## src/aslist_pkg.sv

```systemverilog
// Package for the semaphore wait-queue manager.
// Holds command and status codes and the controller/datapath interface types.
package aslist_pkg;

  typedef enum logic [1:0] {
    CMD_BLOCK   = 2'd0,
    CMD_RELEASE = 2'd1,
    CMD_REMOVE  = 2'd2,
    CMD_PEEK    = 2'd3
  } cmd_e;

  typedef enum logic [1:0] {
    ST_OK       = 2'd0,
    ST_NOFREE   = 2'd1,
    ST_NOTFOUND = 2'd2,
    ST_WAITING  = 2'd3
  } status_e;

  typedef enum logic [1:0] {
    FSM_IDLE,
    FSM_LOOKUP,
    FSM_UPDATE
  } fsm_e;

  typedef struct packed {
    logic capture;
    logic update;
  } ctrl_t;

endpackage

```

## src/aslist_ctrl.sv

```systemverilog
// Controller for the semaphore wait-queue manager.
// Sequences capture, lookup and update; depends on aslist_pkg.
module aslist_ctrl import aslist_pkg::*; (
  input  logic  clk_i,
  input  logic  rst_ni,
  input  logic  start_i,
  output logic  busy_o,
  output ctrl_t ctrl_o
);

  fsm_e state_q, state_d;

  always_ff @(posedge clk_i or negedge rst_ni) begin
    if (!rst_ni) begin
      state_q <= FSM_IDLE;
    end else begin
      state_q <= state_d;
    end
  end

  always_comb begin
    state_d        = state_q;
    ctrl_o.capture = 1'b0;
    ctrl_o.update  = 1'b0;
    busy_o         = 1'b1;
    unique case (state_q)
      FSM_IDLE: begin
        busy_o = 1'b0;
        if (start_i) begin
          ctrl_o.capture = 1'b1;
          state_d        = FSM_LOOKUP;
        end
      end
      FSM_LOOKUP: state_d = FSM_UPDATE;
      FSM_UPDATE: begin
        ctrl_o.update = 1'b1;
        state_d       = FSM_IDLE;
      end
      default: state_d = FSM_IDLE;
    endcase
  end

  a_update_after_lookup: assert property (@(posedge clk_i) disable iff (!rst_ni)
    ctrl_o.update |-> $past(state_q) == FSM_LOOKUP)
    else $error("update without lookup");
  a_capture_then_busy: assert property (@(posedge clk_i) disable iff (!rst_ni)
    ctrl_o.capture |=> busy_o)
    else $error("not busy after capture");
  a_update_then_idle: assert property (@(posedge clk_i) disable iff (!rst_ni)
    ctrl_o.update |=> !busy_o)
    else $error("not idle after update");

endmodule

```

## src/aslist_dp.sv

```systemverilog
// Datapath for the semaphore wait-queue manager: descriptor and link tables,
// key match and free search. Depends on aslist_pkg.
module aslist_dp import aslist_pkg::*; #(
  parameter int unsigned PROC_COUNT = 32
) (
  input  logic        clk_i,
  input  logic        rst_ni,
  input  ctrl_t       ctrl_i,
  input  logic [1:0]  command_i,
  input  logic [31:0] sem_key_i,
  input  logic [4:0]  proc_id_i,
  output logic        done_o,
  output logic [1:0]  status_o,
  output logic        proc_valid_o,
  output logic [4:0]  result_proc_o
);

  localparam int unsigned IW = (PROC_COUNT > 1) ? $clog2(PROC_COUNT) : 1;
  typedef logic [IW-1:0] idx_t;

  logic [31:0] slot_key_q  [PROC_COUNT];
  idx_t        slot_head_q [PROC_COUNT];
  idx_t        slot_tail_q [PROC_COUNT];
  idx_t        proc_next_q [PROC_COUNT];
  idx_t        proc_prev_q [PROC_COUNT];
  idx_t        proc_slot_q [PROC_COUNT];
  logic [PROC_COUNT-1:0] slot_use_q, proc_wait_q;

  logic [1:0]  cmd_q;
  logic [31:0] key_q;
  logic [4:0]  pid_q;

  // lookup results registered between capture and update
  logic        hit_q, free_q, pid_ok_q;
  idx_t        hit_idx_q, free_idx_q;

  logic        hit_d, free_d;
  idx_t        hit_idx_d, free_idx_d;

  always_comb begin
    hit_d = 1'b0; hit_idx_d = '0; free_d = 1'b0; free_idx_d = '0;
    for (int i = PROC_COUNT - 1; i >= 0; i--) begin
      if (slot_use_q[i] && slot_key_q[i] == key_q) begin
        hit_d = 1'b1; hit_idx_d = idx_t'(i);
      end
      if (!slot_use_q[i]) begin
        free_d = 1'b1; free_idx_d = idx_t'(i);
      end
    end
  end

  always_ff @(posedge clk_i) begin
    if (ctrl_i.capture) begin
      cmd_q <= command_i;
      key_q <= sem_key_i;
      pid_q <= proc_id_i;
    end
    hit_q      <= hit_d;
    hit_idx_q  <= hit_idx_d;
    free_q     <= free_d;
    free_idx_q <= free_idx_d;
    pid_ok_q   <= (32'(pid_q) < PROC_COUNT);
  end

  // update stage
  idx_t pid, head, victim, vs, vp, vn;
  logic do_block_hit, do_block_new, do_unlink;
  logic v_head, v_tail;
  logic [1:0] st;
  logic       pv;
  logic [4:0] rp;

  always_comb begin
    pid = idx_t'(pid_q);
    head = slot_head_q[hit_idx_q];
    do_block_hit = 1'b0; do_block_new = 1'b0; do_unlink = 1'b0;
    victim = pid;
    st = ST_NOTFOUND; pv = 1'b0; rp = '0;
    unique case (cmd_e'(cmd_q))
      CMD_BLOCK: begin
        if (!pid_ok_q) st = ST_NOTFOUND;
        else if (proc_wait_q[pid]) st = ST_WAITING;
        else if (hit_q) begin st = ST_OK; do_block_hit = 1'b1; end
        else if (free_q) begin st = ST_OK; do_block_new = 1'b1; end
        else st = ST_NOFREE;
      end
      CMD_RELEASE, CMD_PEEK: begin
        if (hit_q) begin
          st = ST_OK; pv = 1'b1; rp = 5'(head); victim = head;
          do_unlink = (cmd_q == CMD_RELEASE);
        end
      end
      CMD_REMOVE: begin
        if (pid_ok_q && proc_wait_q[pid]) begin
          st = ST_OK; pv = 1'b1; rp = pid_q; do_unlink = 1'b1;
        end
      end
      default: ;
    endcase
    vs = proc_slot_q[victim];
    vp = proc_prev_q[victim];
    vn = proc_next_q[victim];
    v_head = slot_head_q[vs] == victim;
    v_tail = slot_tail_q[vs] == victim;
  end

  always_ff @(posedge clk_i or negedge rst_ni) begin
    if (!rst_ni) begin
      slot_use_q <= '0;
      proc_wait_q <= '0;
      done_o <= 1'b0;
    end else begin
      done_o <= ctrl_i.update;
      if (ctrl_i.update) begin
        if (do_block_hit || do_block_new) proc_wait_q[pid] <= 1'b1;
        if (do_block_new) slot_use_q[free_idx_q] <= 1'b1;
        if (do_unlink) begin
          proc_wait_q[victim] <= 1'b0;
          if (v_head && v_tail) slot_use_q[vs] <= 1'b0;
        end
      end
    end
  end

  always_ff @(posedge clk_i) begin
    if (ctrl_i.update) begin
      status_o <= st; proc_valid_o <= pv; result_proc_o <= rp;
      if (do_block_hit) begin
        proc_next_q[slot_tail_q[hit_idx_q]] <= pid;
        proc_prev_q[pid] <= slot_tail_q[hit_idx_q];
        slot_tail_q[hit_idx_q] <= pid;
        proc_slot_q[pid] <= hit_idx_q;
      end
      if (do_block_new) begin
        slot_key_q[free_idx_q]  <= key_q;
        slot_head_q[free_idx_q] <= pid;
        slot_tail_q[free_idx_q] <= pid;
        proc_slot_q[pid]        <= free_idx_q;
      end
      if (do_unlink && !(v_head && v_tail)) begin
        if (v_head) slot_head_q[vs] <= vn;
        else if (v_tail) slot_tail_q[vs] <= vp;
        else begin
          proc_next_q[vp] <= vn;
          proc_prev_q[vn] <= vp;
        end
      end
    end
  end

  a_valid_ok: assert property (@(posedge clk_i) disable iff (!rst_ni)
    done_o && proc_valid_o |-> status_o == ST_OK)
    else $error("process returned with error status");
  a_zero_proc: assert property (@(posedge clk_i) disable iff (!rst_ni)
    done_o && !proc_valid_o |-> result_proc_o == '0)
    else $error("stray result process");
  a_done_pulse: assert property (@(posedge clk_i) disable iff (!rst_ni)
    done_o |=> !done_o)
    else $error("result strobe longer than one cycle");

endmodule

```

## src/semaphore_wait_queue_manager.sv

```systemverilog
// Semaphore wait-queue manager: each command passes through start, key lookup,
// update and result strobe before the next is accepted. busy is high from the
// cycle after acceptance through the result strobe cycle; the result shows for
// exactly one cycle with done_o and the receiver cannot stall it. Depends on aslist_pkg, aslist_ctrl, aslist_dp.
module semaphore_wait_queue_manager import aslist_pkg::*; #(
  parameter int unsigned PROC_COUNT = 32
) (
  input  logic        clk_i,
  input  logic        rst_ni,
  input  logic        start,
  output logic        busy,
  input  logic [1:0]  command_i,
  input  logic [31:0] sem_key_i,
  input  logic [4:0]  proc_id_i,
  output logic        done_o,
  output logic [1:0]  status_o,
  output logic        proc_valid_o,
  output logic [4:0]  result_proc_o
);

  ctrl_t ctrl;
  logic  fsm_busy;

  aslist_ctrl u_ctrl (
    .clk_i, .rst_ni, .start_i(start & ~done_o), .busy_o(fsm_busy), .ctrl_o(ctrl)
  );

  assign busy = fsm_busy | done_o;

  aslist_dp #(.PROC_COUNT(PROC_COUNT)) u_dp (
    .clk_i, .rst_ni, .ctrl_i(ctrl & {2{!done_o}}),
    .command_i, .sem_key_i, .proc_id_i,
    .done_o, .status_o, .proc_valid_o, .result_proc_o
  );

endmodule

```

## config.mk

```make
export PLATFORM = sky130hd
export DESIGN_NAME = semaphore_wait_queue_manager
export DESIGN_NICKNAME = d
export VERILOG_FILES = /design/src/aslist_pkg.sv /design/src/aslist_ctrl.sv /design/src/aslist_dp.sv /design/src/semaphore_wait_queue_manager.sv
export SDC_FILE = /design/constraint.sdc
export NUM_CORES = 2
export LEC_CHECK = 0
export BUFFER_PORTS_ARGS = -buffer_cell sky130_fd_sc_hd__clkbuf_2
export CAP_MARGIN = 40
export CORE_MARGIN = 5
export CORE_UTILIZATION = 57
export CTS_CLUSTER_DIAMETER = 120
export DETAILED_ROUTE_END_ITERATION = 10
export PLACE_DENSITY = 0.86
export SLEW_MARGIN = 20
export SYNTH_ARGS = -nofsm -noshare
export SYNTH_HDL_FRONTEND = slang
export SYNTH_SLANG_ARGS = --single-unit
```

## constraint.sdc

```tcl
create_clock -name clk_i -period 6.8 [get_ports clk_i]
set_input_delay 0.68 -clock clk_i [delete_from_list [all_inputs] [get_ports clk_i]]
set_output_delay 0.68 -clock clk_i [all_outputs]
set_load 0.1 [all_outputs]
```

==> results by group <==
Clocking
  – H-tree depth: 4
  – Clk sinks: 1950
  – Skew-Pair Late Insertion Delay: 850 ps
  – Clock root buffer: clkbuf_16
  – Clock-pin slew on the worst setup and hold paths: 70 ps
  – CTS Buffer Depth: 3
  – TritonCTS clock tree: yes
  – CTS buffer count: 183

Setup path
  – Setup CP Type: register to register
  – Crit. Startpoint: u_dp.hit_idx_q[0]
  – Crit path capture type: register
  – CP most frequent cell: buf_4
  – WP data required: 7330 ps
  – WP buf/inv: 9
  – CP max stage delay: 510 ps
  – Worst-path maximum fanout: 17
  – WP data arrival: 7290 ps
  – CP top delay family: compound AO/OA/AOI/OAI gates
  – Crit path launch type: register
  – Crit Reg-Reg Startpoint: u_dp.hit_idx_q[0]
  – Slowest CP cell: dfxtp_4

Global route
  – Antenna violations before repair: 6
  – Pin count of the biggest net entering global routing: 78
  – Vias in the first global route: 54443
  – GRT Overall Usage: 31.6%
  – Aggregate global routing overflow: 0
  – First-pass GRT wire length: 365000 um

Routing
  – Routed WL per cell: 31.3 um
  – Number of remaining DRC errors: 0
  – Via count: 54582
  – DR iter-0 viols: 8061
  – Detail Route Antenna Nets: 0
  – Drt via density: 6.75
  – DR pass1 iterations: 6
  – Final wirelength: 253000 um

Timing
  – Fin. Hold Viols: 0
  – Worst Skew: 65.0 ps
  – Fin. max-slew vios: 0
  – Hold WS: 31.3 ps
  – Peak Freq: 148 MHz
  – Post-layout min period: 6760 ps
  – Setup Total Neg Slack: 0 ps
  – Slew HR: 35.7%
  – Worst-Margin Slew: 961 ps
  – Count of final setup violators: 0
  – Final Cycle Share: 99.5%

Pwr
  – Cell area power density: 350 nW/um^2
  – Static leakage: 31.7 nW
  – VDD IR-drop max: 443 uV

Synth
  – Ys async rst share: 3.44%
  – Flop and latch count out of synthesis: 1950
  – Synth Net Count: 5543
  – Top FF cell, synth: edfxtp_1
  – Share of the synthesized area in the top cell type: 66.1%
  – Largest area contributor in the netlist: edfxtp_1
  – Sequential area share after synthesis: 68.3%
  – Synth Cell Area: 85000 um^2
  – Post-synthesis cell count: 5501
  – Top post-synthesis cells by area: edfxtp_1, xnor2_1, mux4_2
  – Post-synth EDFFs: 1871
  – Synth unique cells: 98
  – Avg Cell Area, Syn: 15.5 um^2
  – Number of synthesis warnings: 0

Placed design
  – Final GP Congestion: 1.00
  – Placed instance count: 7710
  – Final HPWL DP: 159000 um
  – PortBufs: 51

Floorplan
  – # IOs: 52
  – Core area: 148000 um^2
  – Chip height: 396 um
  – Area of the die: 157000 um^2
  – Cell Rows: 141
  – Die W: 396 um
  – Initial core utilization: 57.4%

Worst hold path
  – Hold_sp: sem_key_i[1]
  – Worst min path class: input port to register

Run
  – Max-cap violations: 0

Layout
  – Area grow syn2layout: 15.3%
  – Fillers: 9245
  – # nets final: 6045
  – Finished Layout Cells: 8091
  – Layout cell share with drive strength beyond 1: 19.5%

Run status
  – Status: complete, no violations
## Yosys cell counts (33+ instances only)
| cell type | number |
|---|---|
| inv_1 | 64 |
| mux2i_1 | 222 |
| nand3_1 | 124 |
| dfrtp_1 | 67 |
| mux4_2 | 138 |
| nor3_1 | 33 |
| clkbuf_1 | 161 |
| xor2_1 | 249 |
| nor2_1 | 259 |
| buf_1 | 56 |
| nor4_1 | 100 |
| xnor2_1 | 770 |
| nand4_1 | 248 |
| mux2_2 | 48 |
| o21ai_0 | 41 |
| a22oi_1 | 58 |
| buf_2 | 44 |
| o32ai_1 | 69 |
| a21oi_1 | 127 |
| edfxtp_1 | 1871 |
| nand2_1 | 248 |
## state kept, by name (all words and copies together) (netlist names), 2 cells and up
signal,count
u_dp.cmd_q,2
u_dp.slot_use_q,32
u_dp.status_o,2
u_dp.proc_slot_q,160
u_dp.slot_head_q,160
u_dp.slot_key_q,1024
u_dp.proc_next_q,160
u_dp.free_idx_q,5
u_dp.result_proc_o,5
u_ctrl.state_q,2
u_dp.proc_wait_q,32
u_dp.proc_prev_q,160
u_dp.hit_idx_q,5
u_dp.pid,5
u_dp.key_q,32
u_dp.slot_tail_q,160
## what timing repair did
| item | 4_1_cts | 5_1_grt |
|---|---|---|
| pin swaps | 0 | 4 |
| hold buffers | 22 | 0 |
| setup endpoints to repair | 398 | 589 |
| gates resized for setup | 6 | 39 |
| setup buffers | 0 | 9 |
| endpoints found under the hold margin | 53 | 0 |
## final timing paths
check | cells after the start | to | slack (ps)
worst min register to register | 1 | u_ctrl.state_q[1] | 460
worst min-delay path | 1 | u_dp.key_q[1] | 30
min in group asynchronous | 2 | u_dp.proc_wait_q[9] | 410
worst max register to register | 27 | u_dp.proc_next_q[1][1] | 40
worst max-delay path | 27 | u_dp.proc_next_q[1][1] | 40
max in group asynchronous | 3 | u_dp.slot_use_q[30] | 5750
## report_power, final
group	leakage [nW]	switching (mW)	internal, mW	total, mW
Sequential	17.6	0.330	14.0	14.3
Clock	2.90	4.53	5.84	10.4
Combinational	11.2	6.09	3.50	9.59
Total	31.7	11.0	23.3	34.3
## layer usage
layer,track usage (%),vias to the layer above,routed length [um]
met2,50.5,4413,119000
met5,0,-,24
li1,-,22091,-
met3,7.02,1031,29400
met4,18.1,4,17100
met1,40.4,27043,88100
## metrics by stage
step                util (%)  area, um^2  setup slack, ps  total power [mW]
global placement        61.6       91200            -7.80              23.4
finish                  66.2       98000             35.2              34.3
global route            66.2       98000            -27.4              35.1
CTS                     66.0       97600            -17.1              33.9
detailed placement      61.7       91400            -64.1              23.6
floorplan                  -       85000              285              19.6
## cell type report
type                            count  area [um^2]  share of cell area, %
Inverter                           65          244                  0.249
Antenna cell                        2         5.00                0.00511
Sequential cell                  1950        58100                   59.3
Tap cell                         1930         2410                   2.46
Multi-Input combinational cell   3177        25600                   26.1
Timing Repair Buffer              626         5580                   5.70
Clock inverter                     95         1070                   1.09
Clock buffer                      246         4960                   5.06
## kinds of logic (layout without fill, tap and decap cells)
| kind of cell | after synthesis | after routing | synth area share, % |
|---|---|---|---|
| multiplexers | 418 | 418 | 7.05 |
| other | 0 | 2 | 0 |
| XOR/XNOR | 1020 | 1020 | 10.5 |
| AND/OR/NAND/NOR | 1169 | 1169 | 7.08 |
| AO/OA/AOI/OAI | 570 | 570 | 4.96 |
| buffers and inverters | 374 | 1032 | 2.04 |
| flip-flops | 1950 | 1950 | 68.3 |
## placed cells by master (no fill, tap or decap), types with 64 or more instances in the layout
master and count:
nand3_1 122, dfrtp_1 67, nor4_1 99, mux2i_1 221, nand2_1 247, mux4_2 138, edfxtp_1 1871, a21oi_1 114
clkbuf_16 186, nor2_1 219, xnor2_1 769, xor2_1 249, nand4_1 248, buf_12 68, buf_4 466, inv_1 64
(Power assumes the default switching activity.)
